**src/hdl/dtf_pkg.sv**
```systemverilog
// Shared constants, tables and types of the decimal text to fixed-point parser.
package dtf_pkg;

  localparam int INT_BITS   = 31;
  localparam int FRAC_BITS  = 32;
  localparam int Q_BITS     = 40;
  localparam int MAG_BITS   = INT_BITS + FRAC_BITS;
  localparam int VALUE_BITS = 64;

  localparam logic [7:0] CH_TAB   = 8'h09;
  localparam logic [7:0] CH_LF    = 8'h0A;
  localparam logic [7:0] CH_VT    = 8'h0B;
  localparam logic [7:0] CH_FF    = 8'h0C;
  localparam logic [7:0] CH_CR    = 8'h0D;
  localparam logic [7:0] CH_SPACE = 8'h20;
  localparam logic [7:0] CH_PLUS  = 8'h2B;
  localparam logic [7:0] CH_MINUS = 8'h2D;
  localparam logic [7:0] CH_POINT = 8'h2E;
  localparam logic [7:0] CH_ZERO  = 8'h30;
  localparam logic [7:0] CH_NINE  = 8'h39;

  localparam int PLACE_DEPTH = 13;
  localparam int PLACE_IDX_W = $clog2(PLACE_DEPTH);
  localparam logic [PLACE_IDX_W-1:0] PLACE_LAST = PLACE_IDX_W'(PLACE_DEPTH - 1);

  localparam logic [Q_BITS-1:0] PLACE_TBL [PLACE_DEPTH] = '{
    40'd109951162777,
    40'd10995116277,
    40'd1099511627,
    40'd109951162,
    40'd10995116,
    40'd1099511,
    40'd109951,
    40'd10995,
    40'd1099,
    40'd109,
    40'd10,
    40'd1,
    40'd0
  };

  typedef struct packed {
    logic [MAG_BITS-1:0] mag;
    logic                negative;
    logic                no_digits;
  } dtf_res_t;

endpackage

```
**src/hdl/dtf_if.sv**
```systemverilog
// Stream interfaces for the parser's byte input and result output.
interface dtf_in_if;
  logic       valid;
  logic       ready;
  logic [7:0] char_byte;
  logic       is_last;

  modport source (output valid, output char_byte, output is_last, input ready);
  modport sink (input valid, input char_byte, input is_last, output ready);
endinterface

interface dtf_out_if;
  logic        valid;
  logic        ready;
  logic [63:0] value;
  logic        no_digits;

  modport source (output valid, output value, output no_digits, input ready);
  modport sink (input valid, input value, input no_digits, output ready);
endinterface

```
**src/hdl/dtf_core.sv**
```systemverilog
// Parser state, per-byte accumulate and registered magnitude result.
module dtf_core import dtf_pkg::*; (
  input  logic     clk_i,
  input  logic     rst_ni,
  input  logic     step_i,
  input  logic [7:0] char_byte_i,
  input  logic     is_last_i,
  output logic     step_ready_o,
  output logic     res_valid_o,
  output dtf_res_t res_o,
  input  logic     res_ready_i
);

  typedef enum logic [1:0] {PH_WS, PH_INT, PH_FRAC, PH_DONE} phase_e;

  localparam logic [INT_BITS+3:0] INT_LIMIT = {4'b0, {INT_BITS{1'b1}}};

  phase_e                 phase_q, phase_d;
  logic                   negative_q, negative_d;
  logic [INT_BITS-1:0]    int_q, int_d;
  logic [Q_BITS-1:0]      frac_q, frac_d;
  logic [PLACE_IDX_W-1:0] place_idx_q, place_idx_d;
  logic                   seen_q, seen_d;
  logic                   sat_q, sat_d;
  logic                   res_valid_q;
  dtf_res_t               res_q, res_d;

  logic                   is_space, is_digit, is_sign;
  logic [3:0]             digit;
  logic [INT_BITS+3:0]    int_ext;
  logic [Q_BITS+4:0]      frac_sum;
  logic                   int_step, frac_step;

  assign is_space = (char_byte_i == CH_SPACE) || (char_byte_i == CH_TAB) ||
                    (char_byte_i == CH_LF) || (char_byte_i == CH_CR) ||
                    (char_byte_i == CH_FF) || (char_byte_i == CH_VT);
  assign is_digit = (char_byte_i >= CH_ZERO) && (char_byte_i <= CH_NINE);
  assign is_sign  = (char_byte_i == CH_PLUS) || (char_byte_i == CH_MINUS);
  assign digit    = 4'(char_byte_i - CH_ZERO);

  assign int_ext  = {1'b0, int_q, 3'b0} + {3'b0, int_q, 1'b0} + {INT_BITS'(0), digit};
  assign frac_sum = {5'b0, frac_q} +
                    ({5'b0, PLACE_TBL[place_idx_q]} * {{(Q_BITS+1){1'b0}}, digit});

  always_comb begin
    int_step  = 1'b0;
    frac_step = 1'b0;
    phase_d   = phase_q;
    negative_d = negative_q;
    unique case (phase_q)
      PH_WS: begin
        if (is_space) begin
          phase_d = PH_WS;
        end else if (is_sign) begin
          negative_d = (char_byte_i == CH_MINUS);
          phase_d    = PH_INT;
        end else if (is_digit) begin
          int_step = 1'b1;
          phase_d  = PH_INT;
        end else if (char_byte_i == CH_POINT) begin
          phase_d = PH_FRAC;
        end else begin
          phase_d = PH_DONE;
        end
      end
      PH_INT: begin
        if (is_digit) begin
          int_step = 1'b1;
        end else if (char_byte_i == CH_POINT) begin
          phase_d = PH_FRAC;
        end else begin
          phase_d = PH_DONE;
        end
      end
      PH_FRAC: begin
        if (is_digit) begin
          frac_step = 1'b1;
        end else begin
          phase_d = PH_DONE;
        end
      end
      default: phase_d = PH_DONE;
    endcase

    int_d       = int_q;
    sat_d       = sat_q;
    frac_d      = frac_q;
    place_idx_d = place_idx_q;
    seen_d      = seen_q || int_step || frac_step;
    if (int_step && !sat_q) begin
      if (int_ext > INT_LIMIT) begin
        sat_d = 1'b1;
        int_d = {INT_BITS{1'b1}};
      end else begin
        int_d = int_ext[INT_BITS-1:0];
      end
    end
    if (frac_step) begin
      frac_d = (frac_sum[Q_BITS+4:Q_BITS] != 5'd0) ? {Q_BITS{1'b1}} : frac_sum[Q_BITS-1:0];
      if (place_idx_q != PLACE_LAST) begin
        place_idx_d = place_idx_q + 1'b1;
      end
    end

    res_d.negative  = negative_d && seen_d;
    res_d.no_digits = !seen_d;
    if (!seen_d) begin
      res_d.mag = '0;
    end else if (sat_d) begin
      res_d.mag = '1;
    end else begin
      res_d.mag = {int_d, frac_d[Q_BITS-1 -: FRAC_BITS]};
    end
  end

  assign step_ready_o = !is_last_i || !res_valid_q || res_ready_i;
  assign res_valid_o  = res_valid_q;
  assign res_o        = res_q;

  always_ff @(posedge clk_i or negedge rst_ni) begin
    if (!rst_ni) begin
      phase_q     <= PH_WS;
      negative_q  <= 1'b0;
      int_q       <= '0;
      frac_q      <= '0;
      place_idx_q <= '0;
      seen_q      <= 1'b0;
      sat_q       <= 1'b0;
      res_valid_q <= 1'b0;
    end else begin
      if (step_i && is_last_i) begin
        res_valid_q <= 1'b1;
      end else if (res_ready_i) begin
        res_valid_q <= 1'b0;
      end
      if (step_i) begin
        if (is_last_i) begin
          phase_q     <= PH_WS;
          negative_q  <= 1'b0;
          int_q       <= '0;
          frac_q      <= '0;
          place_idx_q <= '0;
          seen_q      <= 1'b0;
          sat_q       <= 1'b0;
        end else begin
          phase_q     <= phase_d;
          negative_q  <= negative_d;
          int_q       <= int_d;
          frac_q      <= frac_d;
          place_idx_q <= place_idx_d;
          seen_q      <= seen_d;
          sat_q       <= sat_d;
        end
      end
    end
  end

  always_ff @(posedge clk_i) begin
    if (step_i && is_last_i) begin
      res_q <= res_d;
    end
  end

endmodule

```
**src/hdl/decimal_text_to_fixed_parser_top.sv**
```systemverilog
// Top level of the decimal text to signed Q31.32 fixed-point parser.
//
// in_i carries one character byte per beat, with is_last set on the final
// byte of a string. Leading whitespace, one optional sign, integer digits,
// an optional point and fraction digits are parsed; the first other byte
// ends parsing and later bytes up to is_last are dropped.
// out_o carries one beat per string: value in signed Q31.32, saturated in
// magnitude, and no_digits set when no digit was found (value is then 0).
// Throughput: one byte per cycle unless stalled, set by the state update of
// the parser loop (digit accumulate plus place-value table lookup).
// The result beat is valid once the last byte has passed the input register,
// then the magnitude register, then the output register.
// Reset clears all valid flags and returns the parser to whitespace skip.
// A stalled out_o holds its beat; the magnitude register fills behind it.
// Non-final bytes keep flowing; a final byte waits in the input register,
// and in_i.ready drops, while a result is blocked in the magnitude register.
module decimal_text_to_fixed_parser_top import dtf_pkg::*; (
  input  logic     clk_i,
  input  logic     rst_ni,
  dtf_in_if.sink   in_i,
  dtf_out_if.source out_o
);

  logic       in_valid_q;
  logic [7:0] in_byte_q;
  logic       in_last_q;
  logic       step_ready;
  logic       step;
  logic       res_valid;
  dtf_res_t   res;
  logic       res_take;
  logic       out_valid_q;
  logic [VALUE_BITS-1:0] out_value_q, out_value_d;
  logic       out_nodig_q;
  logic [VALUE_BITS-1:0] mag_ext;

  assign step       = in_valid_q && step_ready;
  assign in_i.ready = !in_valid_q || step_ready;
  assign res_take   = !out_valid_q || out_o.ready;

  dtf_core u_core (
    .clk_i        (clk_i),
    .rst_ni       (rst_ni),
    .step_i       (step),
    .char_byte_i  (in_byte_q),
    .is_last_i    (in_last_q),
    .step_ready_o (step_ready),
    .res_valid_o  (res_valid),
    .res_o        (res),
    .res_ready_i  (res_take)
  );

  assign mag_ext     = {{(VALUE_BITS-MAG_BITS){1'b0}}, res.mag};
  assign out_value_d = res.negative ? (VALUE_BITS'(0) - mag_ext) : mag_ext;

  always_ff @(posedge clk_i or negedge rst_ni) begin
    if (!rst_ni) begin
      in_valid_q  <= 1'b0;
      out_valid_q <= 1'b0;
    end else begin
      if (in_i.ready) begin
        in_valid_q <= in_i.valid;
      end
      if (res_take) begin
        out_valid_q <= res_valid;
      end
    end
  end

  always_ff @(posedge clk_i) begin
    if (in_i.ready && in_i.valid) begin
      in_byte_q <= in_i.char_byte;
      in_last_q <= in_i.is_last;
    end
    if (res_take && res_valid) begin
      out_value_q <= out_value_d;
      out_nodig_q <= res.no_digits;
    end
  end

  assign out_o.valid     = out_valid_q;
  assign out_o.value     = out_value_q;
  assign out_o.no_digits = out_nodig_q;

endmodule

```
**src/flat_wrapper.sv**
```systemverilog
// flat-port wrapper written by rule: the top's interface ports become plain ports
module decimal_text_to_fixed_parser_top_flat import dtf_pkg::*;
  (clk_i, rst_ni, in_i_valid, in_i_char_byte, in_i_is_last, in_i_ready, out_o_valid, out_o_value, out_o_no_digits, out_o_ready);
  dtf_in_if in_i_i ();
  dtf_out_if out_o_i ();
  input  logic clk_i;
  input  logic rst_ni;
  input wire logic [$bits(in_i_i.valid)-1:0] in_i_valid;
  input wire logic [$bits(in_i_i.char_byte)-1:0] in_i_char_byte;
  input wire logic [$bits(in_i_i.is_last)-1:0] in_i_is_last;
  output wire logic [$bits(in_i_i.ready)-1:0] in_i_ready;
  output wire logic [$bits(out_o_i.valid)-1:0] out_o_valid;
  output wire logic [$bits(out_o_i.value)-1:0] out_o_value;
  output wire logic [$bits(out_o_i.no_digits)-1:0] out_o_no_digits;
  input wire logic [$bits(out_o_i.ready)-1:0] out_o_ready;
  assign in_i_i.valid = in_i_valid;
  assign in_i_i.char_byte = in_i_char_byte;
  assign in_i_i.is_last = in_i_is_last;
  assign in_i_ready = in_i_i.ready;
  assign out_o_valid = out_o_i.valid;
  assign out_o_value = out_o_i.value;
  assign out_o_no_digits = out_o_i.no_digits;
  assign out_o_i.ready = out_o_ready;
  decimal_text_to_fixed_parser_top u_core (.clk_i(clk_i), .rst_ni(rst_ni), .in_i(in_i_i), .out_o(out_o_i));
endmodule
```
**config.mk**
```make
export PLATFORM = sky130hd
export DESIGN_NAME = decimal_text_to_fixed_parser_top_flat
export DESIGN_NICKNAME = d
export VERILOG_FILES = /design/src/hdl/dtf_pkg.sv /design/src/hdl/dtf_if.sv /design/src/hdl/dtf_core.sv /design/src/hdl/decimal_text_to_fixed_parser_top.sv /design/src/flat_wrapper.sv
export SDC_FILE = /design/constraint.sdc
export NUM_CORES = 1
export LEC_CHECK = 0
export ABC_CLOCK_PERIOD_IN_PS = 20500
export BUFFER_PORTS_ARGS = -buffer_cell sky130_fd_sc_hd__buf_2
export CAP_MARGIN = 25
export CORE_ASPECT_RATIO = 1.4
export CORE_UTILIZATION = 25
export DETAILED_ROUTE_END_ITERATION = 8
export GPL_TIMING_DRIVEN = 0
export PLACE_DENSITY = 0.38
export SLEW_MARGIN = 20
export SYNTH_ARGS = -nofsm -noshare
export SYNTH_HDL_FRONTEND = slang
export SYNTH_SLANG_ARGS = --single-unit
```
**constraint.sdc**
```tcl
create_clock -name clk_i -period 20.5 [get_ports clk_i]
set_clock_uncertainty 0.15 [all_clocks]
set_input_delay 4.1 -clock clk_i [delete_from_list [all_inputs] [get_ports clk_i]]
set_output_delay 4.1 -clock clk_i [all_outputs]
set_load 0.05 [all_outputs]
```
==> run_results.csv <==
group,metric,value,unit
outcome,status,"completed",
power_and_ir_drop,max-vdd-ir-drop,45.22,uV
clock_network,cts_sinks,222,
yosys,synthTopCellsByArea,"edfxtp_1 (23%), dfrtp_1 (11%), fa_1 (11%)",
timing,hold_slack,268.4,ps
timing,worst_pin_slew,1026,ps
route,via_per_inst,4.799,
global_routing,grt_first_pass_wirelength,95360,um
global_routing,grt_pass1_vias,15337,
setup_path,endpoint_kind,"primary output",
min_path,hold_class,"reg -> reg",
global_routing,grt_max_degree,58,
clock_network,cts_tree,"built",
route,wl_met1,24270,um
setup_path,worstPathMaxFanout,5,
route,drt_iter0_drc,786,
timing,min_period,9299,ps
timing,finalHoldViolCount,0,
setup_path,critPathKind,"in -> out",
setup_path,crit_arrival,5050,ps
floorplanning,start_util,25.38,%
yosys,syn_inst,1969,
yosys,yosys.cell_count.top_type,"nand2_1",
yosys,synth_warnings,0,
timing,rsz0062_at_grt,"no",
floorplanning,dieArea,73880,um2
clock_network,clkLatencyLatePin,580,ps
finish,final_layout_size_suffix_gt1_share,7.952,%
clock_network,cts_hold_buf,0,
power_and_ir_drop,p_leak,9.187,nW
clock_network,clk_pin_slew,60,ps
global_routing,antenna_found_initial,1,
timing,max_freq,0.1075,GHz
yosys,synthTopCellsByCount,"nand2_1 (240), inv_1 (230), o21ai_0 (149)",
setup_path,reg2reg_slack,11210,ps
global_routing,grt_overflow_total,0,
yosys,synth_edf_count,139,
finish,area_growth,14.31,%
finish,antenna_cells,0,
placement,portBuffers,79,
route,wl_met3,1623,um
floorplanning,core,71700,um2
yosys,avgSynthCellArea,9.241,um2
floorplanning,die_w,230.0,um
setup_path,worstPathRequired,16250,ps
yosys,async_reset_ff_share,37.39,%
timing,fin_crit_sh,45.36,%
yosys,yosysTopAreaCellShare,22.94,%
timing,slew_violations,0,
route,wl_per_cell,20.53,um
yosys,synth_cell_types,60,
clock_network,post_cts_resize_count,0,
power_and_ir_drop,p_per_area,69.44,nW/um2
yosys,ys_seq_elements,222,
run,drv_cap,0,
route,route.met2.wl,34220,um
setup_path,critPathLaunchType,"primary input",
clock_network,post_cts_buffers,0,
placement,dp_hpwl,51900,um
yosys,ys.flop_type,"edfxtp_1",
route,highest_layer,"met4",
floorplanning,io-pin-count,80,
finish,nNetsFinal,2323,
yosys,synth_seq_area_share,34.36,%
route,firstDrtPassIters,5,
clock_network,cts-htree-levels,1,
global_routing,grt_use_total,17.05,%
route,via_count,14607,
power_and_ir_drop,total_power,1.444,mW
clock_network,numCtsBuffers,26,
yosys,synth_area,18190,um2
clock_network,cts_root_buf,"clkbuf_16",
placement,place.gp.congestion,0.8947,
route,routed_wl,62500,um
route,ant_nets,0,
yosys,synth_fp_nets,2211,
floorplanning,die_height,321.2,um
yosys,yosysTopAreaCell,"edfxtp_1",
timing,slew_headroom,31.37,%
clock_network,cts_buffer_depth,3,
floorplanning,std_cell_rows,116,
finish,num-fill-cells,7682,
timing,tns,0,ps
route,drc,0,
timing,setup_viol_count_final,0,
final cells by class:
type / count / area, um2 / share of cell area [%]
timing repair buffer: 84 / 516.7 / 2.485
clock inverter: 12 / 195.2 / 0.9385
sequential: 222 / 6251 / 30.05
tap: 944 / 1181 / 5.679
inverter: 230 / 863.3 / 4.151
clock buffer: 35 / 694.4 / 3.339
buffer: 93 / 349.1 / 1.678
multi-input combinational: 1424 / 10750 / 51.68
worst max-delay path, stage by stage:
cell	delay, ps
buf_2	90
nor2b_1	340
nand4_1	220
buf_2	290
registers in the layout, indices dropped and copies added (netlist names):
name and cells:
u_core.in_last_q 1, u_core.u_core.res_valid_o 1, u_core.u_core.place_idx_q 4, u_core.u_core.seen_q 1, u_core.out_o.value 64, u_core.u_core.sat_q 1, u_core.out_o.valid 1, u_core.out_o.no_digits 1
u_core.u_core.int_q 31, u_core.in_valid_q 1, u_core.u_core.phase_q 2, u_core.u_core.negative_q 1, u_core.in_byte_q 8, u_core.u_core.res_o 65, u_core.u_core.frac_q 40
cells by family (layout without fill, tap and decap cells):
group,after synthesis,count (layout),synth area share [%]
xor+xnor,127,127,6.113
fa+ha+maj,229,229,19.96
simple gates,581,581,15.24
flops,222,222,34.36
buf+inv,323,454,6.663
mux,6,6,0.3438
compound gates,481,481,17.33
stage by stage:
step	setup slack (ps)	instances	area, um2	utilization [%]
CTS	11170	3044	20800	29.01
global placement	10280	2992	19770	27.58
detailed placement	11200	2997	19910	27.77
global route	10830	3044	20800	29.01
floorplan	11390	1969	18200	-
finish	11200	3044	20800	29.01
worst paths after layout:
check / startpoint / endpoint / cells after the start
worst max-delay path: out_o_ready / in_i_ready / 4
worst min-delay path: u_core.u_core.res_o[0] / u_core.out_o.no_digits / 0
worst max register to register: u_core.u_core.place_idx_q[1] / u_core.u_core.res_o[3] / 24
worst min register to register: u_core.u_core.res_o[0] / u_core.out_o.no_digits / 0
max in group asynchronous: rst_ni / u_core.u_core.int_q[22] / 2
min in group asynchronous: rst_ni / u_core.u_core.place_idx_q[3] / 1
layer usage:
metal	vias to the layer above	global-route usage, %
li1	7060	-
met1	7155	18.41
met2	302	33.78
met3	90	1.294
met4	0	6.593
met5	-	0
cells in the final DEF, fill, tap and decap left out, types with 11 or more instances in the layout:
cell type  synthesis  layout
a21o_1            33      33
o31ai_1           25      25
xnor2_1          102     102
nand3_1           24      24
inv_1            230     230
and2_1            49      49
or3_1             13      13
ha_1             127     127
nand2_1          240     240
nor2_1            99      98
nand4_1           17      17
nor2b_1           23      22
buf_2              0      78
o21ai_0          149     149
fa_1             102     102
o221ai_1          31      31
o221a_2           28      28
a211oi_1          16      16
a21oi_1          101     101
o21bai_1          11      11
edfxtp_1         139     139
xor2_1            25      25
dfrtp_1           83      83
o22ai_1           17      17
clkbuf_1          88      96
clkbuf_16          0      26
and3_1            22      22
nand2b_1          21      21
nor3_1            41      41
a31oi_1           12      12
report_power, final:
part / leakage (nW) / switching (mW) / internal [mW]
registers: 2.49 / 0.0226 / 0.515
clock network: 0.427 / 0.200 / 0.300
logic: 6.27 / 0.282 / 0.125
total: 9.19 / 0.505 / 0.939
Note: power is estimated with default switching activity, not from simulation.
